File: src/hw/rtl/ssis_pkg.sv
// Shared types and constants for the sorted set insert/search core.
// No dependencies; imported by every module of the core.
package ssis_pkg;

  localparam int DEPTH     = 1024;
  localparam int KEY_BITS  = 16;
  localparam int ADDR_BITS = $clog2(DEPTH);
  localparam int CNT_BITS  = $clog2(DEPTH + 1);
  localparam int POS_BITS  = 10;
  localparam int STAT_BITS = 3;

  localparam logic ACT_INSERT = 1'b0;
  localparam logic ACT_SEARCH = 1'b1;

  typedef enum logic [STAT_BITS-1:0] {
    ST_INSERTED  = 3'd0,
    ST_DUPLICATE = 3'd1,
    ST_FULL      = 3'd2,
    ST_FOUND     = 3'd3,
    ST_NOT_FOUND = 3'd4
  } ssis_status_t;

  typedef struct packed {
    logic                action;
    logic [KEY_BITS-1:0] key;
  } ssis_req_t;

  typedef struct packed {
    ssis_status_t        status;
    logic [POS_BITS-1:0] position;
    logic [CNT_BITS-1:0] count;
  } ssis_rsp_t;

  // One write port and one read port into the key store.
  typedef struct packed {
    logic                 we;
    logic [ADDR_BITS-1:0] waddr;
    logic [KEY_BITS-1:0]  wdata;
    logic                 re;
    logic [ADDR_BITS-1:0] raddr;
  } ssis_mem_req_t;

endpackage

File: src/hw/rtl/ssis_ctrl.sv
// Sequencer: binary search over the store, shift-up on insert, result register.
// Depends on ssis_pkg; drives ssis_store through one ssis_mem_req_t.
module ssis_ctrl (
  input  logic                          clk,
  input  logic                          rst_n,
  input  logic                          in_valid,
  output logic                          in_ready,
  input  ssis_pkg::ssis_req_t           in_req,
  output logic                          out_valid,
  input  logic                          out_ready,
  output ssis_pkg::ssis_rsp_t           out_rsp,
  output ssis_pkg::ssis_mem_req_t       mem_req,
  input  logic [ssis_pkg::KEY_BITS-1:0] rd_data
);
  import ssis_pkg::*;

  typedef enum logic [2:0] {
    S_IDLE, S_SRCH, S_CMP, S_SHIFT, S_PUT, S_DONE
  } state_t;

  state_t               state_r, state_nxt;
  logic                 act_r, act_nxt;
  logic [KEY_BITS-1:0]  key_r, key_nxt;
  logic [CNT_BITS-1:0]  lo_r, lo_nxt;
  logic [CNT_BITS-1:0]  hi_r, hi_nxt;
  logic [CNT_BITS-1:0]  mid_r, mid_nxt;
  logic [CNT_BITS-1:0]  slot_r, slot_nxt;
  logic [CNT_BITS-1:0]  sh_r, sh_nxt;
  logic                 pend_r, pend_nxt;
  logic [ADDR_BITS-1:0] pend_addr_r, pend_addr_nxt;
  logic [CNT_BITS-1:0]  count_r, count_nxt;
  ssis_status_t         res_st_r, res_st_nxt;
  logic [POS_BITS-1:0]  res_pos_r, res_pos_nxt;
  logic                 out_valid_r, out_valid_nxt;
  ssis_rsp_t            out_rsp_r, out_rsp_nxt;
  logic [CNT_BITS-1:0]  mid;
  logic [CNT_BITS-1:0]  sh_dec;

  assign mid    = lo_r + ((hi_r - lo_r) >> 1);
  assign sh_dec = sh_r - CNT_BITS'(1);

  always_comb begin
    state_nxt     = state_r;
    act_nxt       = act_r;
    key_nxt       = key_r;
    lo_nxt        = lo_r;
    hi_nxt        = hi_r;
    mid_nxt       = mid_r;
    slot_nxt      = slot_r;
    sh_nxt        = sh_r;
    pend_nxt      = pend_r;
    pend_addr_nxt = pend_addr_r;
    count_nxt     = count_r;
    res_st_nxt    = res_st_r;
    res_pos_nxt   = res_pos_r;
    out_rsp_nxt   = out_rsp_r;
    out_valid_nxt = out_valid_r && !out_ready;
    mem_req       = '0;

    case (state_r)
      S_IDLE: begin
        if (in_valid) begin
          act_nxt   = in_req.action;
          key_nxt   = in_req.key;
          lo_nxt    = '0;
          hi_nxt    = count_r;
          state_nxt = S_SRCH;
        end
      end
      S_SRCH: begin
        if (lo_r < hi_r) begin
          mem_req.re    = 1'b1;
          mem_req.raddr = mid[ADDR_BITS-1:0];
          mid_nxt       = mid;
          state_nxt     = S_CMP;
        end else begin
          // miss: lo is the insertion slot
          slot_nxt    = lo_r;
          res_pos_nxt = '0;
          state_nxt   = S_DONE;
          if (act_r == ACT_SEARCH) begin
            res_st_nxt = ST_NOT_FOUND;
          end else if (count_r == CNT_BITS'(DEPTH)) begin
            res_st_nxt = ST_FULL;
          end else begin
            res_st_nxt  = ST_INSERTED;
            res_pos_nxt = POS_BITS'(lo_r);
            sh_nxt      = count_r;
            pend_nxt    = 1'b0;
            state_nxt   = S_SHIFT;
          end
        end
      end
      S_CMP: begin
        if (rd_data == key_r) begin
          slot_nxt  = mid_r;
          state_nxt = S_DONE;
          if (act_r == ACT_SEARCH) begin
            res_st_nxt  = ST_FOUND;
            res_pos_nxt = POS_BITS'(mid_r);
          end else begin
            res_st_nxt  = ST_DUPLICATE;
            res_pos_nxt = '0;
          end
        end else begin
          if (rd_data < key_r) begin
            lo_nxt = mid_r + CNT_BITS'(1);
          end else begin
            hi_nxt = mid_r;
          end
          state_nxt = S_SRCH;
        end
      end
      S_SHIFT: begin
        // write back the entry read last cycle, one slot higher
        if (pend_r) begin
          mem_req.we    = 1'b1;
          mem_req.waddr = pend_addr_r;
          mem_req.wdata = rd_data;
        end
        if (sh_r > slot_r) begin
          mem_req.re    = 1'b1;
          mem_req.raddr = sh_dec[ADDR_BITS-1:0];
          pend_nxt      = 1'b1;
          pend_addr_nxt = sh_r[ADDR_BITS-1:0];
          sh_nxt        = sh_dec;
        end else begin
          pend_nxt  = 1'b0;
          state_nxt = S_PUT;
        end
      end
      S_PUT: begin
        mem_req.we    = 1'b1;
        mem_req.waddr = slot_r[ADDR_BITS-1:0];
        mem_req.wdata = key_r;
        count_nxt     = count_r + CNT_BITS'(1);
        state_nxt     = S_DONE;
      end
      S_DONE: begin
        if (!out_valid_r || out_ready) begin
          out_valid_nxt        = 1'b1;
          out_rsp_nxt.status   = res_st_r;
          out_rsp_nxt.position = res_pos_r;
          out_rsp_nxt.count    = count_r;
          state_nxt            = S_IDLE;
        end
      end
      default: begin
        state_nxt = S_IDLE;
      end
    endcase
  end

  always_ff @(posedge clk) begin
    if (!rst_n) begin
      state_r     <= S_IDLE;
      count_r     <= '0;
      pend_r      <= 1'b0;
      out_valid_r <= 1'b0;
    end else begin
      state_r     <= state_nxt;
      count_r     <= count_nxt;
      pend_r      <= pend_nxt;
      out_valid_r <= out_valid_nxt;
    end
    act_r       <= act_nxt;
    key_r       <= key_nxt;
    lo_r        <= lo_nxt;
    hi_r        <= hi_nxt;
    mid_r       <= mid_nxt;
    slot_r      <= slot_nxt;
    sh_r        <= sh_nxt;
    pend_addr_r <= pend_addr_nxt;
    res_st_r    <= res_st_nxt;
    res_pos_r   <= res_pos_nxt;
    out_rsp_r   <= out_rsp_nxt;
  end

  assign in_ready  = (state_r == S_IDLE);
  assign out_valid = out_valid_r;
  assign out_rsp   = out_rsp_r;

  // entry count stays within capacity
  a_count_cap: assert property (@(posedge clk) disable iff (!rst_n)
    count_r <= CNT_BITS'(DEPTH))
    else $error("entry count above capacity");

  // the search phase never writes the store
  a_search_ro: assert property (@(posedge clk) disable iff (!rst_n)
    (state_r == S_SRCH || state_r == S_CMP) |-> !mem_req.we)
    else $error("store written during search");

  // shift writes land strictly above the insertion slot
  a_shift_above: assert property (@(posedge clk) disable iff (!rst_n)
    (state_r == S_SHIFT && mem_req.we) |-> (CNT_BITS'(mem_req.waddr) > slot_r))
    else $error("shift write at or below slot");

  // count only moves on the final key write
  a_count_step: assert property (@(posedge clk) disable iff (!rst_n)
    (state_r != S_PUT) |=> (count_r == $past(count_r)))
    else $error("count changed outside key write");

  // an accepted request starts the search next cycle
  a_start: assert property (@(posedge clk) disable iff (!rst_n)
    (in_valid && in_ready) |=> (state_r == S_SRCH))
    else $error("request not followed by search");

endmodule

File: config.mk
export PLATFORM = sky130hd
export DESIGN_NAME = ssis_ctrl
export DESIGN_NICKNAME = d
export VERILOG_FILES = /design/src/hw/rtl/ssis_pkg.sv /design/src/hw/rtl/ssis_ctrl.sv
export SDC_FILE = /design/constraint.sdc
export NUM_CORES = 1
export LEC_CHECK = 0
export CORE_MARGIN = 3
export CORE_UTILIZATION = 34
export CTS_BUF_LIST = sky130_fd_sc_hd__clkbuf_8 sky130_fd_sc_hd__clkbuf_16
export DETAILED_ROUTE_END_ITERATION = 16
export DONT_BUFFER_PORTS = 1
export PLACE_DENSITY = 0.56
export SYNTH_ARGS = -nofsm -noshare
export SYNTH_HDL_FRONTEND = slang
export SYNTH_SLANG_ARGS = --single-unit
File: constraint.sdc
create_clock -name clk -period 10.9 [get_ports clk]
set_input_delay 3.27 -clock clk [delete_from_list [all_inputs] [get_ports clk]]
set_output_delay 3.27 -clock clk [all_outputs]
set_load 0.01 [all_outputs]
# [Word-level counts from Yosys, hierarchy flattened]
# Cells that the tools add are included.
[word_totals] regBits=135 output_inout_bits=64
[op_classes] n_addsub=5 n_lt_le_gt_ge=3 eq_ne=18 mux=48 reduce_logical=18
[ops] cell="$mux 11" n=14
[ops] cell="$pmux 11 s2" n=5
[ops] cell="$pmux 27 s2" n=1
[ops] cell="$mux 10" n=5
[ops] cell="$mux 3" n=10
[ops] cell="$mux 27" n=1
[ops] cell="$add 11x1->11 const B" n=2
[ops] cell="$ne 2x2->1 const B" n=11
[ops] cell="$pmux 10 s2" n=1
[ops] cell="$pmux 3 s6" n=1
[ops] cell="$eq 16x16->1" n=1
[ops] cell="$lt 16x16->1" n=1
[ops] cell="$reduce_and 4->1" n=3
[ops] cell="$add 11x10->11" n=1
[ops] cell="$eq 11x11->1 const B" n=1
[ops] cell="$gt 11x11->1" n=1
[ops] cell="$lt 11x11->1" n=1
[ops] cell="$sub 11x1->11 const B" n=1
[ops] cell="$sub 11x11->11" n=1
[ops] cell="$reduce_and 2->1" n=4
[ops] cell="$eq 3x2->1 const B" n=2
[ops] cell="$eq 3x3->1 const B" n=2
[ops] cell="$mux 1" n=6
[ops] cell="$pmux 3 s2" n=1
[ops] cell="other kinds (10)" n=15

# [Longest topological paths before layout]
# Gate-level depths: netlist (run 1).
[logic_depth] ltp_word=5 mapped_depth=15

# [Worst setup path before layout (run 1)]
# No wires, ideal clock.
[synth_timing] kind="input-to-output" start="in rd_data[0] in the netlist's numbering" end="out mem_req[11] in the netlist's numbering" t_arrival_ps=3486 t_required_ps=7630 setup_slack_ps=4144 cell_stages=1 cell_sequence="a22o_1"
[synth_via] elab_chain_cells=2
[synth_rtl] item="start, declared" line="ssis_ctrl.sv:13" rtl="input logic [ssis_pkg::KEY_BITS-1:0] rd_data"
[synth_rtl] item="$mux 27" line="ssis_ctrl.sv:116" rtl="if (pend_r) begin"
[synth_rtl] item="$pmux 27 s2" line="ssis_ctrl.sv:60" rtl="case (state_r)"
[synth_rtl] item="end, declared" line="ssis_ctrl.sv:12" rtl="output ssis_pkg::ssis_mem_req_t mem_req,"
# No other way between the ends.

==> flow_summary.yaml, run 1 <==
status:
  status: "finished, final reports clean"
critical_path:
  path_cells: "ha_1, fa_1, xnor2_1, ha_1, a211oi_1, o211ai_1, a31o_1, a21oi_1, xnor2_1, o2bb2ai_2"
  critPathCaptureType: "output port"
  worst-endpoint-required_ps: 7630
  worstPathArrival_ps: 3550
  crit_path_max_fanout: 3
  cp_num_buf_inv: 0
  criticalPathCategory: "reg2out"
  r2r_cells: 6
  critPathMaxStageDelay_ps: 440
  start_kind: "flop"
  critPathSlowestCell: "fa_1"
  critical-path-top-delay-family: "compound AO/OA/AOI/OAI gates"
  path_depth: 10
drt:
  dr_wl_met3_um: 1444
  met1_length_um: 8029
  top_layer: "met4"
  dr_wl_met2_um: 8559
  drc: 0
  drtPass1Iterations: 5
  wl_per_cell_um: 19.82
  ant_nets: 0
  avgViaCountPerCell: 5.310
  wirelength_um: 18290
  drtIter0Drc: 314
  dr_total_vias: 4901
pwr:
  ir_worst_vdd_mv: 0.09142
  powerDensity_nw_per_um2: 205.6
  p_leak_nw: 3.138
yosys:
  synthArstFlopShare_pct: 0
  synth_top_area_share_pct: 48.49
  synth-main-ff-cell: "edfxtp_1"
  synth-edff-count: 119
  syn_area_um2: 7370
  yosysUniqueCellTypes: 68
  synth_seq_cells: 135
  syn-num-nets: 726
  synthTopCellsByArea: "edfxtp_1 (48%), ha_1 (9.0%), dfxtp_1 (4.3%)"
  netlist_instances: 634
  synth_area_per_cell_um2: 11.62
  ys_seq_area_share_pct: 52.84
  synth_top_area_cell: "edfxtp_1"
  ys_warn_count: 0
min_path:
  min_path_type: "reg2reg"
  holdPathStages: 0
timing:
  skew_ps: 13.52
  finalSetupViolCount: 0
  max_freq_mhz: 146.6
  hold_viol: 0
  period_share_pct: 62.57
  fin_crit_ps: 6821
  tns_ps: 0
  worst_pin_slew_ps: 1015
  slew_viol_final: 0
  slew_headroom_pct: 32.32
  rsz0062_at_grt: "false"
  finalWorstSetupSlack_ps: 4079
floorplan:
  rows: 53
  io_pins: 101
  core_um2: 21150
  initial_utilization_pct: 34.84
  dieWidth_um: 153.2
  die_h_um: 153.2
  die-area_um2: 23480
global_routing:
  grt_max_degree: 31
  grt_overflow_total: 0
  grt_use_total_pct: 15.56
  grt_pass1_vias: 4934
  antenna_found_initial: 0
  grt_pass1_wl_um: 28430
cts:
  cts_setup_buffers: 0
  cts_sinks: 135
  cts_buffer_depth: 2
  h-tree-depth: 4
  ctsHoldBuffers: 0
  cts_tree: "yes"
  cts-root-buf: "clkbuf_16"
  clock_latency_ps: 430
  clk_pin_slew_ps: 60
  numCtsBuffers: 17
  cts_resized: 0
finish:
  antenna_cells: 0
  utilization_pct: 38.75
  final_cell_mix: "edfxtp_1 (119), nand2_1 (59), inv_1 (57)"
  final_layout_size_suffix_gt1_share_pct: 10.49
  final_common_cell: "edfxtp_1"
  syn_to_final_growth_pct: 11.24
  fill_cells: 1996
  post-route-cell-area_um2: 8198
  nets: 727
placement:
  port-buffer-count: 0
  gp_congestion: 0.9385
  placed_cell_area_um2: 7619
  place_worst_setup_slack_ps: 4129
  place_hpwl_um: 13670
run:
  drv_cap: 0
[registers in the layout, summed over array words and instances (netlist names)]
signal and flops:
act_r 1, count_r 11, hi_r 11, key_r 16, lo_r 11, mid_r 11, out_rsp 24, out_valid 1
pend_addr_r 10, pend_r 1, res_pos_r 10, res_st_r 3, sh_r 11, slot_r 11, state_r 3
[power by group]
part,switching [W],internal [W]
combinational,0.000263,0.000171
clock,0.000226,0.000338
sequential,0.0000437,0.000644
total,0.000533,0.00115
[synthesized netlist by cell type (9+ instances only)]
library cell,number
nand2_1,59
inv_1,55
ha_1,53
edfxtp_1,119
xnor2_1,32
a21oi_1,20
xor2_1,12
and2_1,13
o21ai_0,30
clkbuf_1,9
a22o_1,36
dfxtp_1,16
nor2_1,33
nand3_1,12
nor3_1,12
[cell families (layout without fill, tap and decap cells)]
| family | after synthesis | after routing | synth area share, % |
|---|---|---|---|
| xor gates and xnor gates | 44 | 44 | 5.229 |
| adders and majority gates | 55 | 55 | 9.542 |
| DFF | 135 | 135 | 52.84 |
| AOI/OAI and AO/OA | 150 | 150 | 15.98 |
| buffers and inverters | 80 | 94 | 4.754 |
| and+or+nand+nor | 170 | 170 | 11.66 |
[through the flow]
stage / cells / power (W) / hold slack, ps
floorplan: 634 / 0.001020 / 400.3
global placement: 891 / 0.001118 / 408.8
detailed placement: 891 / 0.001129 / 404.5
CTS: 923 / 0.001698 / 416.7
global route: 923 / 0.001775 / 423.9
finish: 923 / 0.001686 / 412.8
[path summary, 6_finish.rpt]
kind,start,end,slack (ps)
worst min register to register,res_st_r[2]$_SDFFCE_PP0P_,out_rsp[23]$_DFFE_PP_,410
worst min-delay path,res_st_r[2]$_SDFFCE_PP0P_,out_rsp[23]$_DFFE_PP_,410
worst max-delay path,lo_r[0]$_SDFFCE_PN0P_,mem_req[9],4080
worst max register to register,state_r[1]$_SDFFE_PN0P_,res_pos_r[4]$_DFFE_PP_,7430
[cell type report]
cell class	instances	area, um^2	area share [%]
flip-flops and latches	135	3894	47.50
multi-input cells	419	3128	38.16
clock buffers	17	425.4	5.189
well taps	275	344.1	4.197
inverters	57	215.2	2.625
clock inverters	15	153.9	1.877
repair buffers	5	37.54	0.4579
[metal layers]
layer	track usage (%)	up-vias
li1	-	2339
met1	19.91	2397
met2	24.74	147
met3	5.861	18
met4	4.497	0
met5	0	-
(Power assumes the default switching activity.)
==> run 2: changes to the inputs <==
- ABC_AREA: not set -> 1
- clock period: 10.9 -> 6.3 ns (I/O delays scaled with it)
==> run 2 against run 1 <==
  * Die area rose by 0.57%
  * Sequential cell count did not move
  * Utilization rose by 0.60 points
  * Cell area rose by 1.9%
  * Critical path depth grew 4
  * Combinational power increased to 5.3 times the previous value
  * Routed wire length grew 5.2%
  * Non-clock buffer count stayed put
  * Final cell count increased by 17%
  * Setup slack got worse by 3100 ps
  * Via count is 11% higher
  * Power increased to 3.0 times the previous value
  * Highest routed layer unchanged
==> flow_summary.yaml, run 2 <==
cts:
  clock_latency_ps: 430
  h-tree-depth: 4
  cts_resized: 0
  ctsHoldBuffers: 0
  numCtsBuffers: 17
  cts-root-buf: "clkbuf_16"
  cts_tree: "yes"
  cts_buffer_depth: 2
  clk_pin_slew_ps: 70
  cts_setup_buffers: 0
  cts_sinks: 135
drt:
  avgViaCountPerCell: 5.054
  drtPass1Iterations: 6
  ant_nets: 0
  wirelength_um: 19240
  wl_per_cell_um: 17.85
  drc: 0
  dr_total_vias: 5448
  drtIter0Drc: 403
pwr:
  seqPwrFrac_pct: 32.6
  switching_share_pct: 43.29
  p_leak_nw: 3.480
  power.internal_w: 0.002822
  combPwrFrac_pct: 46.4
  p_clk_share_pct: 21.0
  powerDensity_nw_per_um2: 595.9
  power.switching_w: 0.002154
  ir_worst_vdd_mv: 0.2627
timing:
  period_share_pct: 84.29
  slew_headroom_pct: 30.39
  finalSetupViolCount: 0
  rsz0062_at_grt: "false"
  worst_pin_slew_ps: 1043
  max_freq_mhz: 188.3
  fin_crit_ps: 5311
  slew_viol_final: 0
  tns_ps: 0
  finalWorstSetupSlack_ps: 989.5
  skew_ps: 14.78
  hold_viol: 0
floorplan:
  die-area_um2: 23610
  core_um2: 21220
  rows: 53
  io_pins: 101
  die_h_um: 153.7
  dieWidth_um: 153.7
  initial_utilization_pct: 34.94
finish:
  final_cells: 1078
  final_common_cell: "nand2_1"
  fill_cells: 2114
  nets: 882
  final_layout_size_suffix_gt1_share_pct: 7.347
  largest_register_ffs: 24
  antenna_cells: 0
  final_cell_mix: "nand2_1 (144), inv_1 (119), edfxtp_1 (119)"
  syn_to_final_growth_pct: 12.64
min_path:
  min_path_type: "reg2reg"
critical_path:
  start_kind: "flop"
  path_cells: "ha_1, fa_1, nor2_1, nor2_1, o21ai_0, xor2_1, ha_1, inv_1, o21bai_1, a21oi_1, nand2_1, nand2_1, nand2_1, o22ai_1"
  critPathMaxStageDelay_ps: 420
  r2r_slack_ps: 2860
  cp_common_cell: "nand2_1"
  reg2reg_to: "sh_r[3]$_DFFE_PP_"
  r2r_start: "state_r[0]$_SDFFE_PN0P_"
  criticalPathCategory: "reg2out"
  endpoint: "mem_req[8]"
  worst-endpoint-required_ps: 4410
  crit_start: "lo_r[0]$_SDFFCE_PN0P_"
  critPathSlowestCell: "edfxtp_1"
  crit_path_max_fanout: 3
  critPathCaptureType: "output port"
  r2r_cells: 6
  worstPathArrival_ps: 3420
global_routing:
  grt_overflow_total: 0
  grt_use_total_pct: 16.20
  grt_pass1_vias: 5092
  grt_max_degree: 36
  antenna_found_initial: 0
  grt_pass1_wl_um: 29410
yosys:
  synth_top_area_share_pct: 48.20
  synthArstFlopShare_pct: 0
  synth_top_area_cell: "edfxtp_1"
  syn-num-nets: 873
  synthTopCellsByArea: "edfxtp_1 (48%), ha_1 (8.9%), nand2_1 (7.3%)"
  synth-main-ff-cell: "edfxtp_1"
  yosysMostFrequentCell: "nand2_1"
  ys_seq_area_share_pct: 52.52
  yosysUniqueCellTypes: 44
  synth-edff-count: 119
  netlist_instances: 781
  yosys-top-cells-count: "nand2_1 (144), edfxtp_1 (119), inv_1 (119), o21ai_0 (77), ha_1 (53)"
  syn_area_um2: 7413
  synth_seq_cells: 135
  ys_warn_count: 0
  synth_area_per_cell_um2: 9.492
status:
  status: "finished, final reports clean"
placement:
  port-buffer-count: 0
  place_hpwl_um: 14250
  gp_congestion: 0.8924
  place_worst_setup_slack_ps: 1483
  dpl.cell_count: 1046
run:
  drv_cap: 0
-- run 2: logic make-up (layout without fill, tap and decap cells) --
family	Yosys count	after routing	synth area share, %
xor gates and xnor gates	21	21	2.481
AOI/OAI and AO/OA	160	160	11.58
and+or+nand+nor	271	271	16.79
adders and majority gates	55	55	9.485
DFF	135	135	52.52
buffers and inverters	139	161	7.139
-- run 2: worst max-delay path: cells and delay by family, from the launching register on --
kind	cells	cell delay [ps]
flip-flops	1	420
AO/OA/AOI/OAI	4	900
adder cells (fa/ha/maj)	3	940
buffers and inverters	1	120
AND/OR/NAND/NOR	5	420
XOR/XNOR	1	190
-- run 2: power groups by stage --
stage / registers, W / clock network [W] / logic [W]
after floorplan: 0.00157 / 0 / 0.00172
after global placement: 0.00163 / 0 / 0.00226
after detailed placement: 0.00164 / 0 / 0.00229
after CTS: 0.00162 / 0.00106 / 0.00231
after global routing: 0.00165 / 0.00110 / 0.00263
final: 0.00162 / 0.00105 / 0.00231
-- run 2: worst min path at each step --
| stage | startpoint | end | cells past startpoint | slack, ps |
|---|---|---|---|---|
| after floorplan | res_pos_r[0]$_DFFE_PP_ | out_rsp[11]$_DFFE_PP_ | 0 | 400 |
| after global placement | res_st_r[0]$_DFFE_PP_ | out_rsp[21]$_DFFE_PP_ | 0 | 400 |
| after detailed placement | res_pos_r[0]$_DFFE_PP_ | out_rsp[11]$_DFFE_PP_ | 0 | 400 |
| after CTS | res_pos_r[4]$_DFFE_PP_ | out_rsp[15]$_DFFE_PP_ | 0 | 420 |
| after global routing | res_pos_r[4]$_DFFE_PP_ | out_rsp[15]$_DFFE_PP_ | 0 | 420 |
| final | res_pos_r[4]$_DFFE_PP_ | out_rsp[15]$_DFFE_PP_ | 0 | 420 |
-- run 2: area by class of cell --
class	count	area, um^2	share of cell area, %
inverters	124	465.4	5.574
well taps	275	344.1	4.120
flip-flops and latches	135	3894	46.63
clock buffers	17	425.4	5.094
repair buffers	5	37.54	0.4495
clock inverters	15	190.2	2.277
multi-input cells	507	2994	35.86
-- run 2: through the flow --
step	cell area (um^2)	total power, W	hold slack (ps)	utilization, %
finish	8351	0.004976	417.4	39.35
global route	8351	0.005377	422.3	39.35
CTS	8351	0.004987	418.8	39.35
detailed placement	7735	0.003930	404.5	36.45
global placement	7735	0.003887	401.3	36.45
floorplan	7413	0.003290	400.3	-
-- run 2: metal layers --
metal  vias up  track usage, %  wire length (um)
li1       2701               -                 -
met1      2581           23.37              9370
met2       152           24.40              8663
met3        14           4.194               994
met4         0           4.079               211
met5         -               0                 0
